**config.mk**
```make
export PLATFORM = sky130hd
export DESIGN_NAME = lhagc_mul
export DESIGN_NICKNAME = d
export VERILOG_FILES = /design/src/rtl/lhagc_pkg.sv /design/src/rtl/lhagc_mul.sv
export SDC_FILE = /design/constraint.sdc
export NUM_CORES = 1
export LEC_CHECK = 0
export ABC_CLOCK_PERIOD_IN_PS = 6300
export BUFFER_PORTS_ARGS = -buffer_cell sky130_fd_sc_hd__buf_2
export CAP_MARGIN = 25
export CORE_MARGIN = 4
export CORE_UTILIZATION = 60
export CTS_BUF_LIST = sky130_fd_sc_hd__clkbuf_8
export CTS_CLUSTER_DIAMETER = 120
export CTS_CLUSTER_SIZE = 28
export DETAILED_ROUTE_END_ITERATION = 16
export PLACE_DENSITY = 0.78
export SYNTH_ARGS = -nofsm -noshare
export SYNTH_HDL_FRONTEND = slang
export SYNTH_SLANG_ARGS = --single-unit
```
**constraint.sdc**
```tcl
create_clock -name i_clk -period 6.3 [get_ports i_clk]
set_input_delay 0.63 -clock i_clk [delete_from_list [all_inputs] [get_ports i_clk]]
set_output_delay 0.63 -clock i_clk [all_outputs]
set_load 0.05 [all_outputs]
```
**src/rtl/lhagc_pkg.sv**
```systemverilog
// ----------------------------------------------------------------------------
// lhagc_pkg
// Shared types and constants for the look-ahead hang AGC.
// ----------------------------------------------------------------------------
package lhagc_pkg;
    localparam int unsigned CFG_IDX_W = 3;
    localparam int unsigned CFG_DAT_W = 32;

    typedef enum logic [CFG_IDX_W-1:0] {
        REG_REFERENCE = 3'd0,
        REG_ATTACK    = 3'd1,
        REG_DECAY     = 3'd2,
        REG_CEILING   = 3'd3,
        REG_START     = 3'd4,
        REG_HOLD      = 3'd5
    } t_reg_idx;

    typedef enum logic [2:0] {
        ST_IDLE,
        ST_SCAN,
        ST_MUL,
        ST_OUT
    } t_state;

    typedef struct packed {
        logic        start;
        logic [16:0] a;
        logic [31:0] b;
    } t_mul_req;
endpackage

```
**src/rtl/lhagc_mul.sv**
```systemverilog
// ----------------------------------------------------------------------------
// lhagc_mul
// Bit-serial multiplier: 17 x 32 unsigned, one multiplier bit per cycle.
// ----------------------------------------------------------------------------
module lhagc_mul (
    input  logic               i_clk,
    input  logic               i_rst_n,
    input  lhagc_pkg::t_mul_req i_req,
    output logic               o_done,
    output logic [48:0]        o_prod
);
    import lhagc_pkg::*;

    logic [48:0] r_acc, n_acc;
    logic [16:0] r_a, n_a;
    logic [31:0] r_b, n_b;
    logic [4:0]  r_cnt, n_cnt;
    logic        r_busy, n_busy;
    logic        r_done, n_done;

    always_comb begin
        n_acc  = r_acc;
        n_a    = r_a;
        n_b    = r_b;
        n_cnt  = r_cnt;
        n_busy = r_busy;
        n_done = 1'b0;
        if (i_req.start) begin
            n_acc  = '0;
            n_a    = i_req.a;
            n_b    = i_req.b;
            n_cnt  = 5'd0;
            n_busy = 1'b1;
        end else if (r_busy) begin
            // add the shifted multiplicand for the current multiplier bit
            if (r_a[0]) begin
                n_acc = r_acc + ({17'd0, r_b} << r_cnt);
            end
            n_a   = r_a >> 1;
            n_cnt = r_cnt + 5'd1;
            if (r_cnt == 5'd16) begin
                n_busy = 1'b0;
                n_done = 1'b1;
            end
        end
    end

    always_ff @(posedge i_clk) begin
        if (!i_rst_n) begin
            r_busy <= 1'b0;
            r_done <= 1'b0;
        end else begin
            r_busy <= n_busy;
            r_done <= n_done;
        end
        r_acc <= n_acc;
        r_a   <= n_a;
        r_b   <= n_b;
        r_cnt <= n_cnt;
    end

    assign o_done = r_done;
    assign o_prod = r_acc;

    property p_done_pulse;
        @(posedge i_clk) disable iff (!i_rst_n) o_done |=> !o_done;
    endproperty
    a_done_pulse: assert property (p_done_pulse) else $error("done not a pulse");

    property p_done_after_busy;
        @(posedge i_clk) disable iff (!i_rst_n) o_done |-> $past(r_busy);
    endproperty
    a_done_after_busy: assert property (p_done_after_busy)
        else $error("done without work");

    property p_idle_no_done;
        @(posedge i_clk) disable iff (!i_rst_n) (!r_busy && !i_req.start) |=> !o_done;
    endproperty
    a_idle_no_done: assert property (p_idle_no_done) else $error("spurious done");
endmodule

```
**Yosys cells after proc, flatten, opt, wreduce, memory -nomap -nowiden**

Cells that the tools add are included.

- Register bits after elaboration: 105
- Output and inout bits: 50
- Word-level logic and storage cells: 21

- Add/subtract/negate cells: 2
- Equal/unequal tests: 1
- Shift operators: 1
- Multiplexer cells: 6
- Bitwise operators: 2
- Reduce and logical (&&, ||, !) cells: 3

Operators with widths:

| operator | number |
|---|---|
| 49-bit adder | 1 |
| 32-bit by 5-bit << shifter with 49-bit output | 1 |
| 17-bit 2-to-1 mux | 2 |
| 5-bit by 1-bit adder with 5-bit output, second input constant | 1 |
| 5-bit equality test, second input constant | 1 |
| 1-bit 2-to-1 mux | 4 |
| 3-bit OR reduction | 1 |
| 1-bit inverter | 2 |
| 2-bit AND reduction | 1 |
| 2-bit nonzero test | 1 |

**Longest topological paths before layout**

- Word-level depth: 4
- Mapped depth: 22
- Depth with buffers taken out: 19

**Least setup slack after synthesis**

OpenSTA, ideal clock, no wires.

- Path kind: reg2reg
- Start: register r_cnt[1]
- End: register r_acc[48] (netlist: o_prod[48])
- Data arrival time: 4.556 ns
- Required time: 6.226 ns
- Path slack: 1.670 ns
- Stages on the path, launching flop included: 19
- Path buffers: 3
- Period minus slack after synthesis: 4.630 ns
- Cells stage by stage: dfxtp_1 > clkbuf_1 > buf_2 > buf_1 > mux4_2 > mux2_2 > o21ai_0 > o22ai_1 > ha_1 > nand2_1 > nor3_1 > nand3_1 > o2111ai_4 > a31oi_4 > a31oi_4 > a31oi_4 > nor3_2 > mux4_2 > o211ai_2

- Word-level cells in the longest chain between the ends: 2

Ends and longest elaborated chain:

| item | RTL line | text |
|---|---|---|
| from (decl) | lhagc_mul.sv:17 | `logic [4:0] r_cnt, n_cnt;` |
| from (signal assigned) | lhagc_mul.sv:59 | `r_cnt <= n_cnt;` |
| 32-bit by 5-bit << shifter with 49-bit output | lhagc_mul.sv:37 | `n_acc = r_acc + ({17'd0, r_b} << r_cnt);` |
| 49-bit adder | lhagc_mul.sv:37 |  |
| to (signal assigned) | lhagc_mul.sv:56 | `r_acc <= n_acc;` |
| to (decl) | lhagc_mul.sv:14 | `logic [48:0] r_acc, n_acc;` |

Every way passes these cells.
A chain may end at the register's enable or synchronous reset.

**Final worst setup path**

- Start: register r_cnt[1]
- End: register r_acc[47] (netlist: o_prod[47])

Same word-level chain as after synthesis.

==> results.toml <==
[layout]
multi_input_area_mm2 = 0.00531
n_fill_cell = 1146
area_delta_synth_final_pct = 9.06
layout.nets = 1118
finish.utilization_pct = 67.3
ff_latch_area_mm2 = 0.00259
diodes = 0
drive_gt1_share_pct = 18.2

[worst_setup_path]
r2r-end = "o_prod[47]"
critical_path_class = "flop to flop"
cp-end-kind = "flop"
arrival_ns = 5.44
reg2reg_from = "r_cnt[1]"
critPathLaunchType = "flop"
path_cells = "clkinv_1 -> nand3_1 -> o21ai_0 -> mux2i_1 -> mux2i_1 -> and2_1 -> ha_1 -> a21oi_1 -> o221ai_1 -> a21oi_1 -> o21ai_0 -> a31oi_1 -> o21ai_1 -> a31o_2 -> a21oi_1 -> o21a_1 -> o211ai_1"
crit_start = "r_cnt[1]"
critPathCapture = "o_prod[47]"
slowest_stage = "dfxtp_2"
required_ns = 6.59
cp_slowest_stage_delay_ns = 0.98
reg2reg_slack_ns = 1.16
crit_top_cell = "a21oi_1"
ff2ff_path_depth = 17
cp_max_fo = 45

[place]
port_buffers = 101
gp_congestion = 0.981
hpwl_um = 15700

[cts]
ctsHoldBuffers = 0
worst_setup_hold_path_clk_slew_ns = 0.12
numCtsBuffers = 9
cts_htree_levels = 3
cts.sinks = 105
clk_path_buf_depth = 2
cts_root_buffer = "clkbuf_8"
cts_resized = 0
cts_tree = "yes"
postCtsSetupRepairBufs = 0
clk_latency_ns = 0.41

[global_route]
antenna_found_initial = 0
overflow = 0
grt_max_degree = 69
top_usage_layer = "met2"
grt_pass1_wl_um = 34000
grtUsageTotal_pct = 26.2
use_met1_pct = 38.7
met3_usage_pct = 4.25
grt_pass1_vias = 6755
use_met2_pct = 40.0

[synthesis]
synth_top_area_share_pct = 17.9
ys_async_sr_fraction_pct = 0
synth_flop_cell = "dfxtp_1"
synth_cells = 958
synth_area_leaders = "edfxtp_1 18%, dfxtp_1 14%, ha_1 7.6%"
syn_area_per_cell_um2 = 8.56
ys.warnings.count = 0
synth_edf_count = 49
syn_area_mm2 = 0.00820
synth.distinct_cells = 70
synth_seq_cells = 105
yosys.area.top_type = "edfxtp_1"
seq_area_frac_synth_pct = 31.6
syn_nets = 1061

[power_and_ir_drop]
irDropWorstVdd_uv = 237
power_density_mw_per_mm2 = 226
leakage_nw = 3.84

[sta]
setup_violations = 0
min_period_ns = 5.14
fin_crit_sh_pct = 81.7
worst_pin_slew_ns = 0.949
tns_ns = 0
final-max-slew-violation-count = 0
rsz0062_at_grt = "no"
hold_viol = 0
slew_headroom_pct = 36.7
fmax_mhz = 194
fin_skew_ns = 0.0183

[detailed_routing]
drtPass1Iterations = 5
drc = 0
first_iter_violations = 808
postRouteWirelength_um = 20800
viasPerCell = 6.12
ant_nets = 0
vias = 7322
routedWlPerCell_um = 17.4

[flow_run]
drv_cap = 0

[floorplanning]
ios = 102
die_h_um = 125
die_area_mm2 = 0.0156
core_area_mm2 = 0.0133
rows = 42
start_util_pct = 61.7
die-width_um = 125

[outcome]
outcome = "finished, final reports clean"

[worst_hold_path]
hold-path-cell-count = 1
hp-class = "primary input to flop"
[per-layer routing]
metal / up-vias / share of wire, %
met3: 26 / 5.8
met5: - / 0
li1: 3635 / -
met2: 250 / 44
met1: 3411 / 48
met4: 0 / 1.6
[cell usage after synthesis, drive strengths merged, types with 4 or more instances]
library cell / number
or3: 5
mux2: 35
buf: 14
inv: 17
a211o: 5
nor2: 70
nor3: 19
o21ai: 49
and2: 10
a211oi: 5
nand4: 12
a31oi: 16
xnor2: 29
nand3: 17
o21bai: 6
and4: 4
dfxtp: 56
mux2i: 48
nor2b: 7
a21oi: 108
nand2: 141
xor2: 14
ha: 50
o211ai: 6
edfxtp: 49
o21a: 5
and3: 10
o22ai: 16
a21o: 35
clkbuf: 48
mux4: 10
[placed cells by master (no fill, tap or decap), types with 3 or more instances in the layout]
cell type	instances
nand2_1	141
a21oi_1	108
buf_2	100
nor2_1	70
dfxtp_1	55
ha_1	50
edfxtp_1	49
mux2i_1	48
o21ai_0	48
mux2_2	35
a21o_1	35
xnor2_1	29
nor3_1	18
nand3_1	17
o22ai_1	16
inv_1	16
xor2_1	14
a31oi_1	13
nand4_1	12
mux4_2	10
and2_1	10
and3_1	9
clkbuf_8	9
buf_4	8
nor2b_1	7
o21bai_1	6
a211oi_1	5
o211ai_1	5
a211o_1	5
or3_1	5
o21a_1	5
and4_1	4
o221ai_1	3
a31oi_4	3
inv_6	3
[cell families (layout without fill, tap and decap cells)]
kind of cell	after synthesis	after routing	share of synthesized area [%]
AND/OR/NAND/NOR	304	304	16.5
AO/OA/AOI/OAI	282	282	22.3
flip-flops	105	105	31.6
multiplexers	93	93	13.4
buffers and inverters	80	142	3.72
adder cells (fa/ha/maj)	51	51	7.87
XOR/XNOR	43	43	4.59
[critical path: cells and delay by family (launching register included)]
family                   cells  cell delay, ns
adder cells (fa/ha/maj)      1            0.38
multiplexers                 2            0.44
AO/OA/AOI/OAI               11            2.33
flip-flops                   1            0.98
AND/OR/NAND/NOR              2            0.38
buffers and inverters        1            0.51
[flip-flops by register name, summed over array words and instances, names as in the netlist]
signal  count
o_prod     49
o_done      1
r_cnt       5
r_b        32
r_a        17
r_busy      1
[per-stage QoR]
stage          std cells  hold WS, ns  worst slack, ns  cell area (um^2)  power, mW
2_1_floorplan        958        0.525             1.67              8200       1.41
3_3_place_gp        1180        0.461             1.42              8750       1.59
3_5_place_dp        1180        0.468             1.28              8750       1.59
4_1_cts             1196        0.377             1.25              8950       2.02
5_1_grt             1196        0.365            0.748              8950       2.15
6_report            1196        0.397             1.16              8950       2.02
[where the power goes]
| part | total [mW] | internal, mW | switching (mW) | leakage (nW) |
|---|---|---|---|---|
| logic | 0.778 | 0.288 | 0.490 | 2.80 |
| clock network | 0.428 | 0.157 | 0.271 | 0.102 |
| registers | 0.817 | 0.770 | 0.0475 | 0.940 |
| total | 2.02 | 1.21 | 0.809 | 3.84 |
[how the worst min path moves through the flow]
stage / startpoint / end / slack (ns)
floorplan: r_a[1] / r_a[0] / 0.52
global placement: o_prod[36] / o_prod[36] / 0.46
detailed placement: o_prod[36] / o_prod[36] / 0.47
CTS: i_req[21] / r_b[21] / 0.38
global route: i_req[8] / r_b[8] / 0.36
finish: i_req[21] / r_b[21] / 0.40
[cell type report]
type | instances | area share, %
clock inverter | 7 | 0.839
clock buffer | 9 | 1.38
inverter | 18 | 0.755
timing repair buffer | 108 | 6.27
sequential | 105 | 29.0
multi-input combinational | 773 | 59.3
tap | 176 | 2.46
(Power assumes the default switching activity.)
